### config.mk
export PLATFORM = sky130hd
export DESIGN_NAME = radix_digit_converter_flat
export DESIGN_NICKNAME = d
export VERILOG_FILES = /design/src/rtl/rdc_pkg.sv /design/src/rtl/rdc_if.sv /design/src/rtl/radix_digit_converter.sv /design/src/rtl/rdc_divider.sv /design/src/flat_wrapper.sv
export SDC_FILE = /design/constraint.sdc
export NUM_CORES = 1
export LEC_CHECK = 0
export ABC_AREA = 0
export BUFFER_PORTS_ARGS = -buffer_cell sky130_fd_sc_hd__buf_2
export CAP_MARGIN = 20
export CORE_UTILIZATION = 50
export DETAILED_ROUTE_END_ITERATION = 6
export PLACE_DENSITY = 0.91
export SLEW_MARGIN = 20
export SYNTH_ARGS = -nofsm -noshare
export SYNTH_HDL_FRONTEND = slang
export SYNTH_SLANG_ARGS = --single-unit
### constraint.sdc
create_clock -name clk -period 3.6 [get_ports clk]
set_clock_uncertainty 0.2 [all_clocks]
set_input_delay 0.18 -clock clk [delete_from_list [all_inputs] [get_ports clk]]
set_output_delay 0.18 -clock clk [all_outputs]
set_load 0.01 [all_outputs]
### src/rtl/rdc_pkg.sv
// shared constants, types and digit mapping for the radix digit converter
`default_nettype none
package rdc_pkg;

	localparam int VALUE_BITS = 32;
	localparam int IN_W = 32;
	localparam int CNT_W = $clog2(VALUE_BITS);
	localparam int RADIX_W = 6;
	localparam int CHAR_W = 7;
	localparam int PADDR_W = 3;
	localparam int PDATA_W = 32;

	localparam logic [RADIX_W-1:0] RADIX_MIN = 6'd2;
	localparam logic [RADIX_W-1:0] RADIX_MAX = 6'd36;
	localparam logic [RADIX_W-1:0] RADIX_RESET = 6'd10;

	// register index taken from paddr bit 2
	localparam logic REG_RADIX = 1'b0;

	typedef enum logic [1:0] {
		ST_IDLE,
		ST_DIV,
		ST_EMIT
	} state_t;

	typedef struct packed {
		logic                busy;
		logic                done;
		logic                quo_zero;
		logic [RADIX_W-1:0]  rem;
	} div_stat_t;

	function automatic logic [CHAR_W-1:0] digit_char_of(input logic [RADIX_W-1:0] rem);
		logic [CHAR_W-1:0] r;
		r = {1'b0, rem};
		if (rem < 6'd10) begin
			return 7'd48 + r;
		end else begin
			return 7'd55 + r;
		end
	endfunction

	function automatic logic [RADIX_W-1:0] clamp_radix(input logic [RADIX_W-1:0] v);
		if (v < RADIX_MIN) begin
			return RADIX_MIN;
		end else if (v > RADIX_MAX) begin
			return RADIX_MAX;
		end else begin
			return v;
		end
	endfunction

endpackage
`default_nettype wire

### src/rtl/rdc_if.sv
// valid/ready channel interfaces for values in and digits out
`default_nettype none
interface rdc_in_if import rdc_pkg::*; ();
	logic            valid;
	logic            ready;
	logic [IN_W-1:0] value;

	modport source (output valid, output value, input ready);
	modport sink (input valid, input value, output ready);
endinterface

interface rdc_out_if import rdc_pkg::*; ();
	logic              valid;
	logic              ready;
	logic [CHAR_W-1:0] digit_char;
	logic              last_digit;

	modport source (output valid, output digit_char, output last_digit, input ready);
	modport sink (input valid, input digit_char, input last_digit, output ready);
endinterface
`default_nettype wire

### src/rtl/radix_digit_converter.sv
// top level: radix register, digit sequencer and output register
`default_nettype none
// Converts each 32-bit unsigned value to the base held in the radix register (2..36, reset
// 10, writes clamped into range) and sends its digits as ASCII '0'-'9','A'-'Z', least
// significant first, with last_digit on the most significant one; zero gives one '0'.
// One value is converted at a time. Digits are produced by the bit-serial divider, which
// retires one quotient bit per cycle over all 32 bits for each digit. The next division
// runs while a finished digit waits in the output register.
module radix_digit_converter import rdc_pkg::*; (
	input  wire logic               clk,
	input  wire logic               arst_n,
	rdc_in_if.sink                  din,
	rdc_out_if.source               dout,
	input  wire logic               psel,
	input  wire logic               penable,
	input  wire logic               pwrite,
	input  wire logic [PADDR_W-1:0] paddr,
	input  wire logic [PDATA_W-1:0] pwdata,
	output      logic [PDATA_W-1:0] prdata,
	output      logic               pready
);

	logic [RADIX_W-1:0]    radix_q;
	state_t                state_q;
	state_t                state_d;
	logic                  out_valid_q;
	logic [CHAR_W-1:0]     char_q;
	logic                  last_q;

	logic                  accept;
	logic                  emit;
	logic                  div_start;
	logic [VALUE_BITS-1:0] div_dividend;
	logic [VALUE_BITS-1:0] quotient;
	div_stat_t             stat;

	// configuration port
	assign pready = 1'b1;

	always_ff @(posedge clk or negedge arst_n) begin
		if (!arst_n) begin
			radix_q <= RADIX_RESET;
		end else if (psel && penable && pwrite && pready && paddr[2] == REG_RADIX) begin
			radix_q <= clamp_radix(pwdata[RADIX_W-1:0]);
		end
	end

	always_comb begin
		prdata = '0;
		if (paddr[2] == REG_RADIX) begin
			prdata = PDATA_W'(radix_q);
		end
	end

	// divider
	assign div_dividend = (state_q == ST_IDLE) ? din.value[VALUE_BITS-1:0] : quotient;

	rdc_divider u_div (
		.clk      (clk),
		.arst_n   (arst_n),
		.start    (div_start),
		.dividend (div_dividend),
		.radix    (radix_q),
		.quotient (quotient),
		.stat     (stat)
	);

	// sequencer
	always_comb begin
		state_d = state_q;
		case (state_q)
			ST_IDLE: begin
				if (din.valid) begin
					state_d = ST_DIV;
				end
			end
			ST_DIV: begin
				if (stat.done) begin
					state_d = ST_EMIT;
				end
			end
			ST_EMIT: begin
				if (!out_valid_q || dout.ready) begin
					state_d = stat.quo_zero ? ST_IDLE : ST_DIV;
				end
			end
			default: state_d = ST_IDLE;
		endcase
	end

	always_comb begin
		din.ready = 1'b0;
		emit      = 1'b0;
		case (state_q)
			ST_IDLE: din.ready = 1'b1;
			ST_EMIT: emit = !out_valid_q || dout.ready;
			default: begin
				din.ready = 1'b0;
				emit      = 1'b0;
			end
		endcase
	end

	assign accept    = din.valid && din.ready;
	// quotient of the digit just sent feeds the next division
	assign div_start = accept || (emit && !stat.quo_zero);

	always_ff @(posedge clk or negedge arst_n) begin
		if (!arst_n) begin
			state_q     <= ST_IDLE;
			out_valid_q <= 1'b0;
		end else begin
			state_q <= state_d;
			if (emit) begin
				out_valid_q <= 1'b1;
			end else if (dout.ready) begin
				out_valid_q <= 1'b0;
			end
		end
	end

	always_ff @(posedge clk) begin
		if (emit) begin
			char_q <= digit_char_of(stat.rem);
			last_q <= stat.quo_zero;
		end
	end

	assign dout.valid      = out_valid_q;
	assign dout.digit_char = char_q;
	assign dout.last_digit = last_q;

`ifndef SYNTHESIS
	a_accept_div_idle: assert property (@(posedge clk) disable iff (!arst_n)
		accept |-> !stat.busy)
		else $error("value accepted while divider busy");

	a_done_in_div: assert property (@(posedge clk) disable iff (!arst_n)
		stat.done |-> state_q == ST_DIV)
		else $error("divider finished outside division state");

	a_rem_below_radix: assert property (@(posedge clk) disable iff (!arst_n)
		stat.done |-> stat.rem < radix_q)
		else $error("remainder not below radix");

	a_radix_range: assert property (@(posedge clk) disable iff (!arst_n)
		radix_q >= RADIX_MIN && radix_q <= RADIX_MAX)
		else $error("radix out of range");

	a_emit_starts_div: assert property (@(posedge clk) disable iff (!arst_n)
		emit && !stat.quo_zero |=> stat.busy && state_q == ST_DIV)
		else $error("next digit division did not start");
`endif

endmodule
`default_nettype wire

### src/rtl/rdc_divider.sv
// bit-serial restoring divider, one quotient bit per cycle
`default_nettype none
module rdc_divider import rdc_pkg::*; (
	input  wire logic                  clk,
	input  wire logic                  arst_n,
	input  wire logic                  start,
	input  wire logic [VALUE_BITS-1:0] dividend,
	input  wire logic [RADIX_W-1:0]    radix,
	output      logic [VALUE_BITS-1:0] quotient,
	output      div_stat_t             stat
);

	logic [VALUE_BITS-1:0] quo_q;
	logic [RADIX_W-1:0]    rem_q;
	logic [CNT_W-1:0]      cnt_q;
	logic                  busy_q;
	logic                  done_q;
	logic                  nz_q;

	logic [RADIX_W:0] trial;
	logic [RADIX_W:0] diff;
	logic             ge;

	assign trial = {rem_q, quo_q[VALUE_BITS-1]};
	assign ge    = trial >= {1'b0, radix};
	assign diff  = trial - {1'b0, radix};

	always_ff @(posedge clk or negedge arst_n) begin
		if (!arst_n) begin
			busy_q <= 1'b0;
			done_q <= 1'b0;
			cnt_q  <= '0;
		end else begin
			done_q <= 1'b0;
			if (start) begin
				busy_q <= 1'b1;
				cnt_q  <= '0;
			end else if (busy_q) begin
				cnt_q <= cnt_q + 1'b1;
				if (cnt_q == CNT_W'(VALUE_BITS - 1)) begin
					busy_q <= 1'b0;
					done_q <= 1'b1;
				end
			end
		end
	end

	always_ff @(posedge clk) begin
		if (start) begin
			quo_q <= dividend;
			rem_q <= '0;
			nz_q  <= 1'b0;
		end else if (busy_q) begin
			quo_q <= {quo_q[VALUE_BITS-2:0], ge};
			rem_q <= ge ? diff[RADIX_W-1:0] : trial[RADIX_W-1:0];
			nz_q  <= nz_q | ge;
		end
	end

	assign quotient      = quo_q;
	assign stat.busy     = busy_q;
	assign stat.done     = done_q;
	assign stat.quo_zero = !nz_q;
	assign stat.rem      = rem_q;

endmodule
`default_nettype wire
### src/flat_wrapper.sv
// flat-port wrapper written by rule: the top's interface ports become plain ports
module radix_digit_converter_flat import rdc_pkg::*;
  (clk, arst_n, psel, penable, pwrite, paddr, pwdata, prdata, pready, din_valid, din_value, din_ready, dout_valid, dout_digit_char, dout_last_digit, dout_ready);
  rdc_in_if din_i ();
  rdc_out_if dout_i ();
  input  wire logic clk;
  input  wire logic arst_n;
  input  wire logic psel;
  input  wire logic penable;
  input  wire logic pwrite;
  input  wire logic [PADDR_W-1:0] paddr;
  input  wire logic [PDATA_W-1:0] pwdata;
  output      logic [PDATA_W-1:0] prdata;
  output      logic pready;
  input wire logic [$bits(din_i.valid)-1:0] din_valid;
  input wire logic [$bits(din_i.value)-1:0] din_value;
  output wire logic [$bits(din_i.ready)-1:0] din_ready;
  output wire logic [$bits(dout_i.valid)-1:0] dout_valid;
  output wire logic [$bits(dout_i.digit_char)-1:0] dout_digit_char;
  output wire logic [$bits(dout_i.last_digit)-1:0] dout_last_digit;
  input wire logic [$bits(dout_i.ready)-1:0] dout_ready;
  assign din_i.valid = din_valid;
  assign din_i.value = din_value;
  assign din_ready = din_i.ready;
  assign dout_valid = dout_i.valid;
  assign dout_digit_char = dout_i.digit_char;
  assign dout_last_digit = dout_i.last_digit;
  assign dout_i.ready = dout_ready;
  radix_digit_converter u_core (.clk(clk), .arst_n(arst_n), .din(din_i), .dout(dout_i), .psel(psel), .penable(penable), .pwrite(pwrite), .paddr(paddr), .pwdata(pwdata), .prdata(prdata), .pready(pready));
endmodule
==> impl_metrics.csv, run 1 <==
group,metric,value,unit
finish,final-instance-count-excl-fill,533,
status,status,"finished, final reports clean",
synthesis,synth_edf_count,40,
finish,final_nets,538,
setup_path,cp-start-kind,"input pin",
sta,tightest_slew,0.7973,ns
finish,final_cell_mix,"111 x nand2_1, 61 x buf_2, 41 x dlygate4sd3_1, 40 x edfxtp_1, 27 x conb_1",
setup_path,crit_type,"input pin to flop",
global_route,gr-total-overflow,0,
die,die-area,7002,um2
sta,relSlewSlack,46.74,%
setup_path,path_max_fanout,32,
setup_path,crit_slowest_cell,"dlygate4sd3_1",
synthesis,netlist_area,3336,um2
clocking,cts-root-buf,"clkbuf_8",
sta,fmax,419.3,MHz
global_route,grt_pass1_vias,2681,
setup_path,r2r_cells,7,
synthesis,syn-mean-instance-area,9.531,um2
worst_hold_path,hp-class,"input pin to flop",
clocking,cts_sinks,63,
place,io_buffers,61,
place,dpl_cell_area,3598,um2
sta,fin_tns_setup,0,ns
sta,fin_crit_sh,66.25,%
clocking,insertion_delay,0.36,ns
flow_run,maxCapViolCount,0,
global_route,grt_max_degree,33,
setup_path,r2r-start,"u_core.radix_q[1]$_DFFE_PN1P_",
finish,final_area,4168,um2
place,gp_congestion,0.7964,
setup_path,cp.arrival,2.17,ns
synthesis,synth_warnings,0,
finish,area_growth,24.94,%
sta,finalHoldViolations,0,
die,io_pins,117,
setup_path,critPathCaptureType,"flop",
routing,firstDrtPassIters,4,
sta,slew_viol_final,0,
die,initial_core_util,52.23,%
routing,drt_iter0_drc,231,
synthesis,synth_top_area_cell,"edfxtp_1",
synthesis,synthArstFlopShare,25.40,%
finish,diodes,0,
power,p_leak,1.980,nW
setup_path,slowest_delay,0.54,ns
clocking,cts_tree,"built",
synthesis,synthTopCellsByArea,"edfxtp_1 36%, nand2_1 12%, dfrtp_1 11%",
setup_path,crit_start,"dout_ready",
routing,wire_per_inst,15.04,um
routing,wl,8018,um
place,place_hpwl,4649,um
setup_path,cp-endpoint,"u_core.u_div.quotient[1]$_DFFE_PP_",
setup_path,path_cells,"dlygate4sd3_1 > buf_2 > nand2b_1 > nand3_1 > a21o_1 > a22oi_2 > buf_4",
die,rows,29,
synthesis,ys_ff_latch,63,
synthesis,yosys.area.top_type_share,36.01,%
setup_path,required,3.39,ns
global_route,grt_antenna_before_repair,0,
clocking,cts_max_level,3,
power,design_power_total,3.211,mW
routing,route.detailed.drc,0,
sta,rsz0062_at_grt,"no",
setup_path,cp_num_cells,7,
finish,final_layout_size_suffix_gt1_share,18.86,%
synthesis,synth_cell_types,44,
setup_path,crit_buf_inv,3,
setup_path,reg2reg_to,"u_core.u_div.rem_q[0]$_SDFFE_PN0P_",
setup_path,rrSetupSlack,1.32,ns
clocking,path_clk_slew,0.06,ns
sta,setup_viol_count_final,0,
routing,antenna_left,0,
sta,final.min_clock_period,2.385,ns
power,power_density,770.3,nW/um2
clocking,post_cts_resize_count,0,
die,die_w,83.68,um
finish,layout_commonest_cell,"nand2_1",
die,coreArea,6386,um2
place,dp_cells,476,
routing,vias,2742,
global_route,gr-usage-all-layers,24.68,%
power,peakVddDrop,0.4888,mV
routing,vias_per_cell,5.144,
synthesis,synth_seq_area_share,52.29,%
clocking,cts_buffers,9,
setup_path,cp_top_family,"buffers and inverters",
clocking,clk_path_buf_depth,2,
worst_hold_path,min_from,"pwdata[1]",
global_route,grt_pass1_wl,12960,um
synthesis,syn_inst,350,
clocking,post-cts-setup-buffers,0,
synthesis,ys.flop_type,"edfxtp_1",
die,die_height,83.68,um
## through the flow
step / hold WS (ns) / util, % / worst slack (ns)
2_1_floorplan: -0.3156 / - / 0.2247
3_3_place_gp: -0.1028 / 56.35 / 1.415
3_5_place_dp: -0.09425 / 56.35 / 1.341
4_1_cts: 0.02529 / 65.26 / 1.225
5_1_grt: 0.06800 / 65.26 / 1.068
6_report: 0.02676 / 65.26 / 1.215
## power by group
group,switching [mW],leakage [nW],internal (mW)
Clock,0.287,0.0829,0.245
Sequential,0.195,0.663,1.19
Combinational,0.758,1.23,0.536
## flip-flops by register name (all words and copies together), names as in the netlist
| name | cells |
|---|---|
| u_core.dout.digit_char | 7 |
| u_core.u_div.quotient | 32 |
| u_core.dout.last_digit | 1 |
| u_core.dout.valid | 1 |
| u_core.u_div.cnt_q | 5 |
| u_core.u_div.done_q | 1 |
| u_core.u_div.rem_q | 6 |
| u_core.state_q | 2 |
| u_core.u_div.busy_q | 1 |
| u_core.radix_q | 6 |
| u_core.u_div.nz_q | 1 |
## routing by layer
| metal | track usage, % | routed length [um] |
|---|---|---|
| met2 | 43.24 | 4251 |
| met1 | 27.39 | 2912 |
| met5 | 0 | 0 |
| met3 | 4.253 | 432 |
| met4 | 16.49 | 422 |
## cell usage after synthesis, types with 2 or more instances
master	instances
nand4_1	2
nand2_1	111
a21oi_1	9
xnor2_1	6
edfxtp_1	40
o21ai_1	5
dfxtp_1	7
clkbuf_1	3
a311o_1	2
nor4_1	4
ha_1	12
nor2b_1	4
buf_4	29
o21ai_0	13
conb_1	2
buf_2	6
and3_1	2
o211ai_1	2
nand3_1	4
xor2_1	4
a21o_1	2
a31oi_1	3
nor2_1	17
mux2i_1	5
inv_1	14
dfrtp_1	14
nand2b_1	10
dfstp_2	2
## logic make-up (layout without fill, tap and decap cells)
kind of cell | after synthesis | count (layout) | synth area share [%]
xor gates and xnor gates | 10 | 10 | 2.626
muxes | 6 | 6 | 1.838
adders and majority gates | 13 | 13 | 5.101
other | 2 | 27 | 0.2251
buffers and inverters | 54 | 135 | 9.602
DFF | 63 | 63 | 52.29
AOI/OAI and AO/OA | 44 | 44 | 8.364
and+or+nand+nor | 158 | 158 | 19.95
## worst reg2reg max path, delay by kind of cell, from the launching register on
kind / cells / cell delay [ns]
compound gates: 3 / 0.91
flops: 1 / 0.55
fa+ha+maj: 1 / 0.28
simple gates: 2 / 0.18
buf+inv: 1 / 0.06
## how the worst min path moves through the flow
| stage | cells past startpoint | end | slack (ns) |
|---|---|---|---|
| after floorplan | 0 | u_core.dout.valid$_DFFE_PN0P_ | -0.32 |
| after global placement | 1 | u_core.u_div.cnt_q[3]$_DFFE_PN0P_ | -0.10 |
| after detailed placement | 1 | u_core.u_div.cnt_q[3]$_DFFE_PN0P_ | -0.09 |
| after CTS | 3 | u_core.radix_q[1]$_DFFE_PN1P_ | 0.03 |
| after global routing | 3 | u_core.radix_q[1]$_DFFE_PN1P_ | 0.07 |
| final | 3 | u_core.radix_q[1]$_DFFE_PN1P_ | 0.03 |
## area by class of cell
cell class / instances / area, um2
clock buffers: 11 / 131.4
clock inverters: 5 / 27.53
fillers: 496 / 2218
inverters: 14 / 52.55
multi-input cells: 258 / 1378
flip-flops and latches: 63 / 1744
well taps: 77 / 96.34
repair buffers: 105 / 738.2
## timing repair
| action | CTS | global route |
|---|---|---|
| hold endpoints to repair | 54 | 0 |
| hold buffers | 41 | 0 |
| setup endpoints to repair | 0 | 0 |
Power figures use the tool's default switching activity.
==> run 2: changes to the inputs <==
- ABC_AREA: 0 -> 1
- CORE_UTILIZATION: 50 -> 46
- PLACE_DENSITY: 0.91 -> 0.88
- clock period: 3.6 -> 2 ns (I/O delays scaled with it)
==> run 2 against run 1 <==
Net effect:
- the run now ends with hold timing left
- sequential power is 75% higher
- combinational power rose by 110%
- non-clock buffer count up 15
- sequential share of layout area down 3.4 points
- utilization decreased by 3.3 points
- wire length shrank 3.9%
==> impl_metrics.csv, run 2 <==
group,metric,value,unit
finish,final_util,61.92,%
setup_path,critPathCaptureType,"flop",
power,seqPwrFrac,39.2,%
place,io_buffers,61,
sta,final.setup.worst_slack,0.05962,ns
global_route,grt_antenna_before_repair,0,
routing,antenna_left,0,
global_route,grt_max_degree,36,
power,design_power_total,6.163,mW
place,place_hpwl,4952,um
finish,diodes,0,
finish,final_cell_mix,"152 x nand2_1, 61 x buf_2, 47 x dlygate4sd3_1, 40 x edfxtp_1, 37 x inv_1",
synthesis,synthArstFlopShare,25.40,%
synthesis,synthTopCellsByArea,"edfxtp_1 34%, nand2_1 16%, dfrtp_1 10%",
finish,layout_commonest_cell,"nand2_1",
routing,wl,7706,um
synthesis,synthMuxAreaShare,0,%
power,switchingPower,2.331,mW
die,die-area,8000,um2
setup_path,crit_type,"flop to flop",
place,dp_cells,560,
sta,fmax,515.4,MHz
finish,final_nets,609,
global_route,gr-total-overflow,0,
finish,final_area,4539,um2
sta,rsz0062_at_grt,"yes",
die,die_height,89.44,um
synthesis,synth_top_area_cell,"edfxtp_1",
finish,area_growth,29.06,%
routing,vias,2936,
status,violations,"hold timing",
place,dp_slack,-0.006305,ns
worst_hold_path,hp-class,"input pin to asynchronous set/reset pin",
synthesis,yosys.area.top_type_share,34.15,%
setup_path,cp-start-kind,"flop",
finish,final-instance-count-excl-fill,626,
setup_path,r2r-start,"u_core.radix_q[3]$_DFFE_PN1P_",
die,rows,31,
synthesis,synth-adder-area-share,4.838,%
synthesis,synth_cell_types,34,
sta,fin_crit_sh,97.02,%
setup_path,required,1.99,ns
sta,finalHoldViolations,2,
synthesis,synth_warnings,0,
routing,wire_per_inst,12.31,um
power,sw_frac_of_total,37.83,%
setup_path,slowest_delay,0.52,ns
clocking,cts_sinks,63,
power,power_frac_clock,17.9,%
setup_path,cp.arrival,1.93,ns
routing,firstDrtPassIters,4,
setup_path,path_cells,"inv_1 > ha_4 > nand2_1 > nor2_2 > nand3_4 > buf_4 > a31oi_1",
power,power_frac_comb,43.0,%
clocking,clk_path_buf_depth,2,
synthesis,ys.flop_type,"edfxtp_1",
clocking,cts_tree,"built",
clocking,cts_max_level,3,
die,die_w,89.44,um
finish,final_layout_size_suffix_gt1_share,21.06,%
die,io_pins,117,
die,initial_core_util,47.98,%
setup_path,crit_slowest_cell,"dfstp_2",
place,dpl_cell_area,3825,um2
clocking,insertion_delay,0.34,ns
status,status,"complete, but fails checks",
setup_path,reg2reg_to,"u_core.u_div.quotient[0]$_DFFE_PP_",
flow_run,maxCapViolCount,0,
sta,slew_viol_final,0,
routing,route.detailed.drc,0,
power,peakVddDrop,0.4949,mV
synthesis,synth_seq_area_share,49.59,%
clocking,path_clk_slew,0.07,ns
synthesis,synth_compound_area_share,3.806,%
sta,holdWs,-0.001606,ns
synthesis,synth-simple-area-share,27.04,%
setup_path,rrSetupSlack,0.06,ns
power,p_int,3.832,mW
synthesis,yosysMostFrequentCell,"nand2_1",
global_route,grt_pass1_wl,11900,um
finish,largest_reg_flops,32,
synthesis,synth_top_family_by_area,"simple AND/OR/NAND/NOR gates",
synthesis,synth_common_cells,"153 x nand2_1, 40 x edfxtp_1, 37 x inv_1",
finish,fillers,581,
global_route,gr-usage-all-layers,20.19,%
power,power_density,1358,nW/um2
place,gp_congestion,0.8760,
power,p_leak,2.275,nW
clocking,cts_buffers,9,
die,coreArea,7331,um2
routing,vias_per_cell,4.690,
routing,drt_iter0_drc,141,
synthesis,syn_inst,400,
sta,setup_viol_count_final,0,
setup_path,path_max_fanout,7,
synthesis,netlist_area,3517,um2
synthesis,synth_edf_count,40,
setup_path,r2r_cells,7,
global_route,grt_pass1_vias,2734,
sta,final.min_clock_period,1.940,ns
synthesis,syn-mean-instance-area,8.793,um2
synthesis,synthXorXnorAreaFrac,1.743,%
synthesis,ys_ff_latch,63,
clocking,cts-root-buf,"clkbuf_8",
[run 2: timing repair]
action / 4_1_cts / 5_1_grt
endpoints found under the setup margin: 1 / 13
endpoints found under the hold margin: 56 / 0
hold buffers: 47 / 0
gates resized for setup: 1 / 7
pin swaps: 0 / 4
buffers inserted: 0 / 3
[run 2: per-stage QoR]
stage	TNS [ns]	hold slack, ns
after CTS	0	0.004446
after global routing	-0.01778	0.03817
after detailed placement	-0.006305	-0.1722
after floorplan	0	-0.3956
after global placement	0	-0.1765
final	0	-0.001606
[run 2: cells by family (layout without fill, tap and decap cells)]
kind of cell               Yosys count  in the layout
other                                2             27
DFF                                 63             63
and+or+nand+nor                    219            219
xor gates and xnor gates             7              7
AOI/OAI and AO/OA                   24             24
buffers and inverters               72            174
adders and majority gates           13             13
[run 2: worst max-delay path, delay by kind of cell (launching register included)]
family | cells | cell delay (ns)
buf+inv | 2 | 0.24
flops | 1 | 0.52
fa+ha+maj | 1 | 0.32
compound gates | 1 | 0.15
simple gates | 3 | 0.35
[run 2: worst max path at each step]
stage / from / to / slack, ns / cells past startpoint
3_5_place_dp: u_core.u_div.quotient[31]$_DFFE_PP_ / u_core.u_div.rem_q[4]$_SDFFE_PN0P_ / -0.006 / 10
3_3_place_gp: u_core.u_div.quotient[31]$_DFFE_PP_ / u_core.u_div.rem_q[4]$_SDFFE_PN0P_ / 0.06 / 10
4_1_cts: u_core.radix_q[3]$_DFFE_PN1P_ / u_core.u_div.rem_q[4]$_SDFFE_PN0P_ / 0.01 / 9
2_1_floorplan: u_core.dout.valid$_DFFE_PN0P_ / u_core.u_div.quotient[0]$_DFFE_PP_ / 0.01 / 5
5_1_grt: u_core.radix_q[3]$_DFFE_PN1P_ / u_core.u_div.rem_q[5]$_SDFFE_PN0P_ / -0.009 / 9
6_report: u_core.radix_q[3]$_DFFE_PN1P_ / u_core.u_div.quotient[0]$_DFFE_PP_ / 0.06 / 7
[run 2: metal layers]
| metal | vias to the layer above | track usage (%) | wire length (um) |
|---|---|---|---|
| met2 | 92 | 36.16 | 3937 |
| met1 | 1363 | 22.58 | 3227 |
| met4 | 0 | 9.524 | 134 |
| li1 | 1469 | - | - |
| met3 | 12 | 4.894 | 407 |
| met5 | - | 0 | 0 |
[run 2: final cells by class]
type	instances	area, um2	area share (%)
Tap cell	99	123.9	2.729
Multi-Input combinational cell	290	1450	31.95
Inverter	38	145.1	3.197
Clock inverter	5	46.29	1.020
Timing Repair Buffer	120	878.3	19.35
Clock buffer	11	151.4	3.335
Sequential cell	63	1744	38.42
[run 2: power groups by stage]
stage	Clock [mW]	Sequential, mW	Combinational (mW)
after floorplan	0	2.36	1.94
after global placement	0	2.39	2.33
after detailed placement	0	2.42	2.46
after CTS	1.12	2.40	2.57
after global routing	1.16	2.46	3.03
final	1.10	2.41	2.65
